### config.mk
export PLATFORM = sky130hd
export DESIGN_NAME = sma_div
export DESIGN_NICKNAME = d
export VERILOG_FILES = /design/src/rtl/sma_pkg.sv /design/src/rtl/sma_div.sv
export VERILOG_INCLUDE_DIRS = /design/src /design/src/rtl
export SDC_FILE = /design/constraint.sdc
export NUM_CORES = 1
export LEC_CHECK = 0
export ABC_CLOCK_PERIOD_IN_PS = 2600
export BUFFER_PORTS_ARGS = -buffer_cell sky130_fd_sc_hd__buf_2
export CAP_MARGIN = 10
export CELL_PAD_IN_SITES_DETAIL_PLACEMENT = 0
export CELL_PAD_IN_SITES_GLOBAL_PLACEMENT = 1
export CORE_ASPECT_RATIO = 0.75
export CORE_UTILIZATION = 39
export CTS_CLUSTER_SIZE = 8
export DETAILED_ROUTE_END_ITERATION = 7
export PLACE_DENSITY = 0.83
export SKIP_CTS_REPAIR_TIMING = 1
export SLEW_MARGIN = 40
export SYNTH_ARGS = -nofsm -noshare
export SYNTH_HDL_FRONTEND = slang
export SYNTH_SLANG_ARGS = --single-unit
export TNS_END_PERCENT = 10
### constraint.sdc
create_clock -name clk -period 2.6 [get_ports clk]
set_clock_uncertainty 0.05 [all_clocks]
set_input_delay 0.26 -clock clk [delete_from_list [all_inputs] [get_ports clk]]
set_output_delay 0.26 -clock clk [all_outputs]
set_load 0.05 [all_outputs]
### src/rtl/simple_moving_average_core_assert.svh
// Assertion macros shared by the simple moving average RTL.
`ifndef SIMPLE_MOVING_AVERAGE_CORE_ASSERT_SVH
`define SIMPLE_MOVING_AVERAGE_CORE_ASSERT_SVH

// The antecedent implies the consequent in the same cycle.
`define SMA_ASSERT_IMPL(lbl, ante, cons) \
	lbl: assert property (@(posedge clk) disable iff (!arst_n) (ante) |-> (cons)) \
		else $error("sma: same-cycle property violated");

// The antecedent implies the consequent in the next cycle.
`define SMA_ASSERT_NEXT(lbl, ante, cons) \
	lbl: assert property (@(posedge clk) disable iff (!arst_n) (ante) |=> (cons)) \
		else $error("sma: next-cycle property violated");

`endif

### src/rtl/sma_pkg.sv
// Package with shared constants and types of the simple moving average.
`default_nettype none

package sma_pkg;

	localparam int SAMPLE_W = 32;
	localparam int CFG_W = 9;
	localparam int DEF_MAX_WINDOW = 256;
	localparam logic [CFG_W-1:0] WINDOW_RESET = 9'd20;

	typedef struct packed {
		logic start;
		logic full;
	} sma_div_ctl_t;

endpackage

`default_nettype wire

### src/rtl/sma_div.sv
// Iterative signed divider of the running sum by the sample count, one bit per cycle.
`default_nettype none
`include "simple_moving_average_core_assert.svh"

module sma_div import sma_pkg::*; #(
	parameter int MAX_WINDOW = DEF_MAX_WINDOW,
	localparam int CW = $clog2(MAX_WINDOW + 1),
	localparam int SW = SAMPLE_W + CW
) (
	input  wire logic                       clk,
	input  wire logic                       arst_n,
	input  wire sma_div_ctl_t               ctl,
	input  wire logic signed [SW-1:0]       sum,
	input  wire logic [CW-1:0]              count,
	output      logic                       ready,
	output      logic                       res_valid,
	input  wire logic                       res_take,
	output      logic signed [SAMPLE_W-1:0] average,
	output      logic                       full
);

	typedef enum logic [2:0] {
		D_IDLE = 3'b001,
		D_RUN  = 3'b010,
		D_DONE = 3'b100
	} div_state_t;

	localparam int ITER = SAMPLE_W;
	localparam int IW = $clog2(ITER);
	localparam logic [IW-1:0] LAST_ITER = IW'(ITER - 1);

	div_state_t            state_q;
	logic [IW-1:0]         iter_q;
	logic [CW:0]           rem_q;
	logic [SAMPLE_W-1:0]   quo_q;
	logic [CW-1:0]         divisor_q;
	logic                  neg_q;
	logic                  full_q;

	logic [SW-1:0]         mag;
	logic [CW:0]           shifted;
	logic [CW:0]           divisor_ext;
	logic                  ge;

	always_comb begin
		mag = sum[SW-1] ? SW'(-sum) : SW'(sum);
		divisor_ext = {1'b0, divisor_q};
		shifted = {rem_q[CW-1:0], quo_q[SAMPLE_W-1]};
		ge = (shifted >= divisor_ext);
	end

	assign ready = (state_q == D_IDLE);
	assign res_valid = (state_q == D_DONE);
	assign average = neg_q ? -$signed(quo_q) : $signed(quo_q);
	assign full = full_q;

	always_ff @(posedge clk) begin
		if (ctl.start) begin
			rem_q <= {1'b0, mag[SW-1:SAMPLE_W]};
			quo_q <= mag[SAMPLE_W-1:0];
			divisor_q <= count;
			neg_q <= sum[SW-1];
			full_q <= ctl.full;
		end else if (state_q == D_RUN) begin
			rem_q <= ge ? shifted - divisor_ext : shifted;
			quo_q <= {quo_q[SAMPLE_W-2:0], ge};
		end
	end

	always_ff @(posedge clk or negedge arst_n) begin
		if (!arst_n) begin
			state_q <= D_IDLE;
			iter_q <= '0;
		end else begin
			unique case (state_q)
				D_IDLE: begin
					if (ctl.start) begin
						state_q <= D_RUN;
						iter_q <= '0;
					end
				end
				D_RUN: begin
					iter_q <= iter_q + IW'(1);
					if (iter_q == LAST_ITER) begin
						state_q <= D_DONE;
					end
				end
				D_DONE: begin
					if (res_take) begin
						state_q <= D_IDLE;
					end
				end
				default: begin
					state_q <= D_IDLE;
				end
			endcase
		end
	end

	`SMA_ASSERT_IMPL(a_start_idle, ctl.start, state_q == D_IDLE)
	`SMA_ASSERT_NEXT(a_start_runs, ctl.start, state_q == D_RUN)
	`SMA_ASSERT_IMPL(a_rem_below_div, state_q == D_DONE, rem_q < divisor_ext)

endmodule

`default_nettype wire

==> run_results.csv, run 1 <==
group,metric,value,unit
floorplanning,num_rows,33,
synthesis,synth_top_family_by_area,"compound AO/OA/AOI/OAI gates",
clock_tree,numCtsBuffers,9,
sta,period_share,1.121,
critical_path,end_kind,"primary output",
floorplanning,initial_utilization,0.4108,
place,dp_hpwl,9208,µm
synthesis,synth-seq-cells,60,
global_routing,antenna_found_initial,0,
final_layout,syn_to_final_growth,30.35,%
pwr,power_density,863.7,nW/µm²
critical_path,worstReg2RegStart,"quo_q[31]$_DFFE_PP_",
critical_path,cp_cell_sequence,"or4_4 -> nor3_4 -> buf_6 -> nand4_1 -> o41ai_2 -> buf_4 -> xnor2_2 -> buf_6",
synthesis,yosys_warnings,0,
route,vias,4272,
pwr,p_sw_frac,0.3982,
floorplanning,die_y,96.02,µm
sta,fin_setup_tns,-3.559,ns
critical_path,critical_path.max_stage_delay,0.59,ns
critical_path,rrSetupSlack,0.03,ns
synthesis,synth_seq_area_share,0.3835,
synthesis,synth_area_leaders,"edfxtp_1 34%, xor2_1 6.9%, xnor2_1 6.5%, a21oi_1 5.2%, nor2_1 3.8%",
pwr,combPwrFrac,0.454,
sta,drv_slew,0,
route,drt_iter0_drc,386,
sta,tightest_slew,0.6732,ns
sta,fin_ws,-0.3133,ns
hold_path,holdPathStages,1,
clock_tree,clk_latency,0.33,ns
critical_path,crit_path_frequent_cell,"buf_6",
critical_path,cp_top_family,"simple AND/OR/NAND/NOR gates",
global_routing,gr-total-overflow,0,
critical_path,reg2reg_depth,10,
route,wire_per_inst,16.55,µm
synthesis,synth_xor_xnor_area_share,0.1334,
clock_tree,clk_pin_slew_worst_paths,0.05,ns
pwr,clkPwrFrac,0.250,
synthesis,async_flop_share,0.1333,
clock_tree,cts_sinks,60,
hold_path,whs_endpoint,"divisor_q[1]$_DFFE_PP_",
synthesis,syn_inst,484,
floorplanning,coreArea,11190,µm²
sta,max_slew_margin,0.5512,
synthesis,ys_types,56,
clock_tree,root_buffer,"clkbuf_16",
synthesis,ys.flop_type,"edfxtp_1",
pwr,max-vdd-ir-drop,0.4232,mV
critical_path,critical_path_class,"flop to primary output",
global_routing,grt_pass1_wl,20160,µm
synthesis,yosysTopAreaCell,"edfxtp_1",
global_routing,track_usage,0.2150,
sta,grt_setup_unrepaired,"yes",
critical_path,worstPathRequired,2.29,ns
sta,max_freq,343.3,MHz
place,dp_slack,-0.1122,ns
route,ant_nets,0,
synthesis,synthAdderAreaFrac,0.03974,
outcome,run_status,"finished, violations left",
critical_path,cp.depth,8,
critical_path,worst-path-buf-inv,3,
critical_path,start_kind,"flop",
synthesis,synth_commonest_cells,"52 x edfxtp_1, 48 x a21oi_1, 47 x nor2_1",
route,via_per_inst,5.519,
floorplanning,io_pins,90,
synthesis,yosysTopAreaCellShare,0.3397,
floorplanning,die_w,127.4,µm
pwr,seqPwrFrac,0.296,
outcome,violations,"setup timing",
place,globalplace.congestion,0.8776,
synthesis,synth_compound_gate_area_share,0.1960,
final_layout,n_antenna_cell,0,
pwr,internal_power,3114,µW
critical_path,crit_slowest_cell,"or4_4",
sta,period_needed,2.913,ns
clock_tree,cts_tree,"done",
synthesis,synth-simple-area-share,0.1723,
final_layout,nNetsFinal,681,
synthesis,yosysMostFrequentCell,"edfxtp_1",
clock_tree,htree_num_levels,3,
critical_path,critical_path_arrival,2.60,ns
final_layout,drive_above_1_share,0.2998,
place,numPortBuffers,89,
hold_path,min-delay-start,"count[1]",
pwr,p_leak,0.002410,µW
synthesis,avgSynthCellArea,9.498,µm²
clock_tree,cts_buffer_depth,2,
floorplanning,die_area,12230,µm²
critical_path,r2r_end,"rem_q[0]$_DFFE_PP_",
synthesis,synth-edff-count,52,
run,maxCapViolCount,0,
final_layout,n_fill_cell,1022,
route,dr.pass1.iters,5,
pwr,p_sw,2061,µW
hold_path,min_path_type,"input port to flop",
synthesis,synth_nets,553,
sta,setup_viol,22,
route,drt-total-wl,12810,µm
route,drc,0,
global_routing,grt_max_degree,43,
synthesis,synth_area,4597,µm²
synthesis,synthMuxAreaShare,0.03674,
global_routing,grt_pass1_vias,3978,
critical_path,critPathMaxFanout,5,
sta,hold_violations,0,
[cell families (layout without fill, tap and decap cells)]
group | after synthesis | count (layout)
compound gates | 132 | 132
mux | 16 | 16
xor+xnor | 70 | 70
simple gates | 150 | 150
buf+inv | 42 | 175
fa+ha+maj | 14 | 14
flops | 60 | 60
[area by class of cell]
class                      count  area (µm²)  share of cell area
multi-input combinational    382        2741              0.4575
sequential                    60        1763              0.2942
timing repair buffer         142       908.4              0.1516
clock buffer                  12       246.5             0.04114
tap                          157       196.4             0.03278
clock inverter                 4       72.57             0.01211
inverter                      17       63.81             0.01065
[stage by stage]
| step | area, µm² | cells | utilization | total power, µW | hold WS [ns] |
|---|---|---|---|---|---|
| floorplan | 4604 | 484 | - | 3119 | -0.08559 |
| global placement | 5529 | 754 | 0.4941 | 3739 | 0.06093 |
| detailed placement | 5540 | 755 | 0.4951 | 3802 | 0.06131 |
| CTS | 5859 | 771 | 0.5237 | 5133 | -0.2965 |
| global route | 5992 | 774 | 0.5355 | 5428 | 0.03940 |
| finish | 5992 | 774 | 0.5355 | 5175 | 0.05173 |
[worst max-delay path by stage]
stage / startpoint / end
after detailed placement: quo_q[4]$_DFFE_PP_ / average[29]
after global placement: quo_q[4]$_DFFE_PP_ / average[29]
after floorplan: quo_q[12]$_DFFE_PP_ / average[25]
after CTS: quo_q[4]$_DFFE_PP_ / average[29]
final: quo_q[13]$_DFFE_PP_ / average[29]
after global routing: quo_q[1]$_DFFE_PP_ / average[26]
[power by group through the flow]
stage | clock network [µW] | registers, µW | logic [µW]
final | 1290 | 1530 | 2350
after global routing | 1360 | 1560 | 2510
after CTS | 1320 | 1510 | 2300
after detailed placement | 0 | 1530 | 2270
after global placement | 0 | 1530 | 2210
after floorplan | 0 | 1480 | 1640
[registers in the layout (all words and copies together), names as in the netlist]
signal,flops
state_q,3
divisor_q,9
rem_q,9
iter_q,5
neg_q,1
full,1
quo_q,32
[per-layer routing]
metal / part of all wire / vias to the layer above / track usage
met2: 0.44 / 143 / 0.3356
met3: 0.061 / 23 / 0.04780
li1: - / 2085 / -
met4: 0.017 / 0 / 0.07440
met1: 0.48 / 2021 / 0.2943
met5: 0 / - / 0
[layout by cell type (no fill, tap or decap), types with 3 or more instances in the layout]
cell,count
a21o_1,3
a21oi_1,48
and3_1,3
buf_2,80
buf_4,54
buf_6,4
clkbuf_16,9
dfrtp_1,7
edfxtp_1,52
ha_1,13
inv_1,17
mux2i_1,12
nand2_1,23
nand2b_1,6
nand3_1,10
nand3b_1,5
nand4_1,7
nor2_1,47
nor2b_1,3
nor3_1,4
nor3b_1,4
nor4_1,8
o21a_1,3
o21ai_0,19
o31ai_1,19
o41ai_1,15
o41ai_2,5
or3_1,5
or3b_2,3
or4_1,7
or4_4,4
xnor2_1,32
xor2_1,36
Power figures use the tool's default switching activity.
==> inputs of run 2 (changes only) <==
--- a/config.mk
+++ b/config.mk
@@ -9,7 +9,7 @@
 export ABC_CLOCK_PERIOD_IN_PS = 2600
 export BUFFER_PORTS_ARGS = -buffer_cell sky130_fd_sc_hd__buf_2
 export CAP_MARGIN = 10
-export CELL_PAD_IN_SITES_DETAIL_PLACEMENT = 0
+export CELL_PAD_IN_SITES_DETAIL_PLACEMENT = 1
 export CELL_PAD_IN_SITES_GLOBAL_PLACEMENT = 1
 export CORE_ASPECT_RATIO = 0.75
 export CORE_UTILIZATION = 39
==> run 2 against run 1 <==
The run still ends with setup timing left. Register-to-register slack is essentially flat. Routed wire length rose by 23%. Sequential share of layout area is 0.44 points lower. Combinational power rose by 5%. Non-clock buffer count increased by 1. Sequential power about the same. Fmax decreased by 2.5%.
==> run_results.csv, run 2 (synthesized netlist as in run 1, its figures left out) <==
group,metric,value,unit
place,globalplace.congestion,0.8776,
final_layout,top_regs,"quo_q (32), divisor_q (9), rem_q (9)",
hold_path,min_path_type,"input port to flop",
global_routing,track_usage,0.2514,
route,drt_iter0_drc,274,
sta,max_slew_margin,0.5645,
critical_path,worstReg2RegStart,"rem_q[4]$_DFFE_PP_",
sta,drv_slew,0,
clock_tree,root_buffer,"clkbuf_16",
final_layout,final_common_cell,"buf_2",
route,drt-total-wl,15770,µm
critical_path,end_kind,"primary output",
floorplanning,die_y,96.02,µm
global_routing,antenna_found_initial,0,
sta,period_needed,2.989,ns
pwr,max-vdd-ir-drop,0.4428,mV
floorplanning,initial_utilization,0.4108,
outcome,violations,"setup timing",
sta,grt_setup_unrepaired,"yes",
sta,max_freq,334.5,MHz
critical_path,critical_path_class,"flop to primary output",
hold_path,min-delay-start,"count[4]",
place,numPortBuffers,89,
clock_tree,cts_buffer_depth,2,
route,dr.pass1.iters,5,
run,maxCapViolCount,0,
route,wire_per_inst,20.35,µm
final_layout,layout_common_cells,"70 x buf_2, 57 x buf_4, 52 x edfxtp_1",
final_layout,drive_above_1_share,0.3172,
outcome,run_status,"finished, violations left",
pwr,internal_power,3149,µW
floorplanning,die_w,127.4,µm
sta,period_share,1.150,
critical_path,worstPathRequired,2.29,ns
sta,fin_hold_ws,0.05318,ns
global_routing,grt_max_degree,43,
final_layout,nNetsFinal,682,
pwr,p_sw,2176,µW
global_routing,grt_pass1_wl,23540,µm
clock_tree,numCtsBuffers,9,
critical_path,critPathMaxFanout,4,
critical_path,critical_path_arrival,2.68,ns
route,via_per_inst,5.817,
clock_tree,htree_num_levels,3,
route,drc,0,
critical_path,start_kind,"flop",
final_layout,largest_reg_flops,32,
floorplanning,num_rows,33,
critical_path,rrSetupSlack,0.02,ns
pwr,seqPwrFrac,0.291,
sta,setup_viol,17,
pwr,clkPwrFrac,0.246,
place,dp_hpwl,10720,µm
pwr,p_sw_frac,0.4086,
clock_tree,cts_tree,"done",
pwr,totalPowerFinal,5326,µW
floorplanning,die_area,12230,µm²
pwr,p_leak,0.002432,µW
clock_tree,clk_pin_slew_worst_paths,0.06,ns
final_layout,top_register,"quo_q",
critical_path,cp-startpoint,"quo_q[26]$_DFFE_PP_",
final_layout,finish.utilization,0.5436,
floorplanning,io_pins,90,
pwr,combPwrFrac,0.463,
route,ant_nets,0,
pwr,power_density,875.6,nW/µm²
clock_tree,clk_latency,0.33,ns
global_routing,gr-total-overflow,0,
sta,hold_violations,0,
sta,tightest_slew,0.6448,ns
clock_tree,cts_sinks,60,
sta,fin_ws,-0.3894,ns
floorplanning,coreArea,11190,µm²
final_layout,n_antenna_cell,0,
route,vias,4508,
final_layout,syn_to_final_growth,32.31,%
global_routing,grt_pass1_vias,4539,
## run 2: changes by cell type in the layout (fill, tap and decap cells not counted), sizes merged
| cell | change |
|---|---|
| buf | -7 |
| clkbuf | +8 |
## run 2: layer usage
layer	vias to the layer above	track usage	wire (µm)
li1	2085	-	-
met1	2202	0.3272	6743
met2	165	0.4217	7664
met3	56	0.03835	813
met4	0	0.1042	548
met5	-	0	0
## run 2: worst paths after layout
kind / endpoint / cells past startpoint
setup / recovery: average[31] / 5
hold / removal: divisor_q[4]$_DFFE_PP_ / 1
setup reg to reg: rem_q[6]$_DFFE_PP_ / 7
hold reg to reg: iter_q[4]$_DFFE_PN0P_ / 2
max in group asynchronous: state_q[0]$_DFFE_PN1P_ / 2
min in group asynchronous: iter_q[4]$_DFFE_PN0P_ / 2
## run 2: power groups by stage
stage	sequential, µW	combinational, µW	clock [µW]
global placement	1530	2210	0
finish	1550	2460	1310
floorplan	1480	1640	0
global route	1580	2650	1350
CTS	1520	2350	1330
detailed placement	1540	2320	0
## run 2: cell type report
type,count,area [µm²]
Clock buffer,12,246.5
Clock inverter,4,72.57
Fill cell,1288,5107
Inverter,17,63.81
Multi-Input combinational cell,382,2799
Sequential cell,60,1763
Tap cell,157,196.4
Timing Repair Buffer,143,940.9
## run 2: stage by stage
stage	instance area (µm²)	setup WS, ns	TNS [ns]	std cells
final	6082	-0.3894	-3.869	775
after global routing	6082	-0.4775	-6.371	775
after CTS	5859	-0.6535	-6.864	771
after detailed placement	5540	-0.2598	-0.8764	755
after global placement	5529	-0.1540	-0.3594	754
after floorplan	4604	-0.02017	-0.02437	484
## run 2: critical path, stage by stage, from the launching register on
cell and delay (ns):
edfxtp_1 0.43, or4_1 0.63, or4_1 0.47, o31ai_1 0.36, xnor2_1 0.19, clkbuf_4 0.27
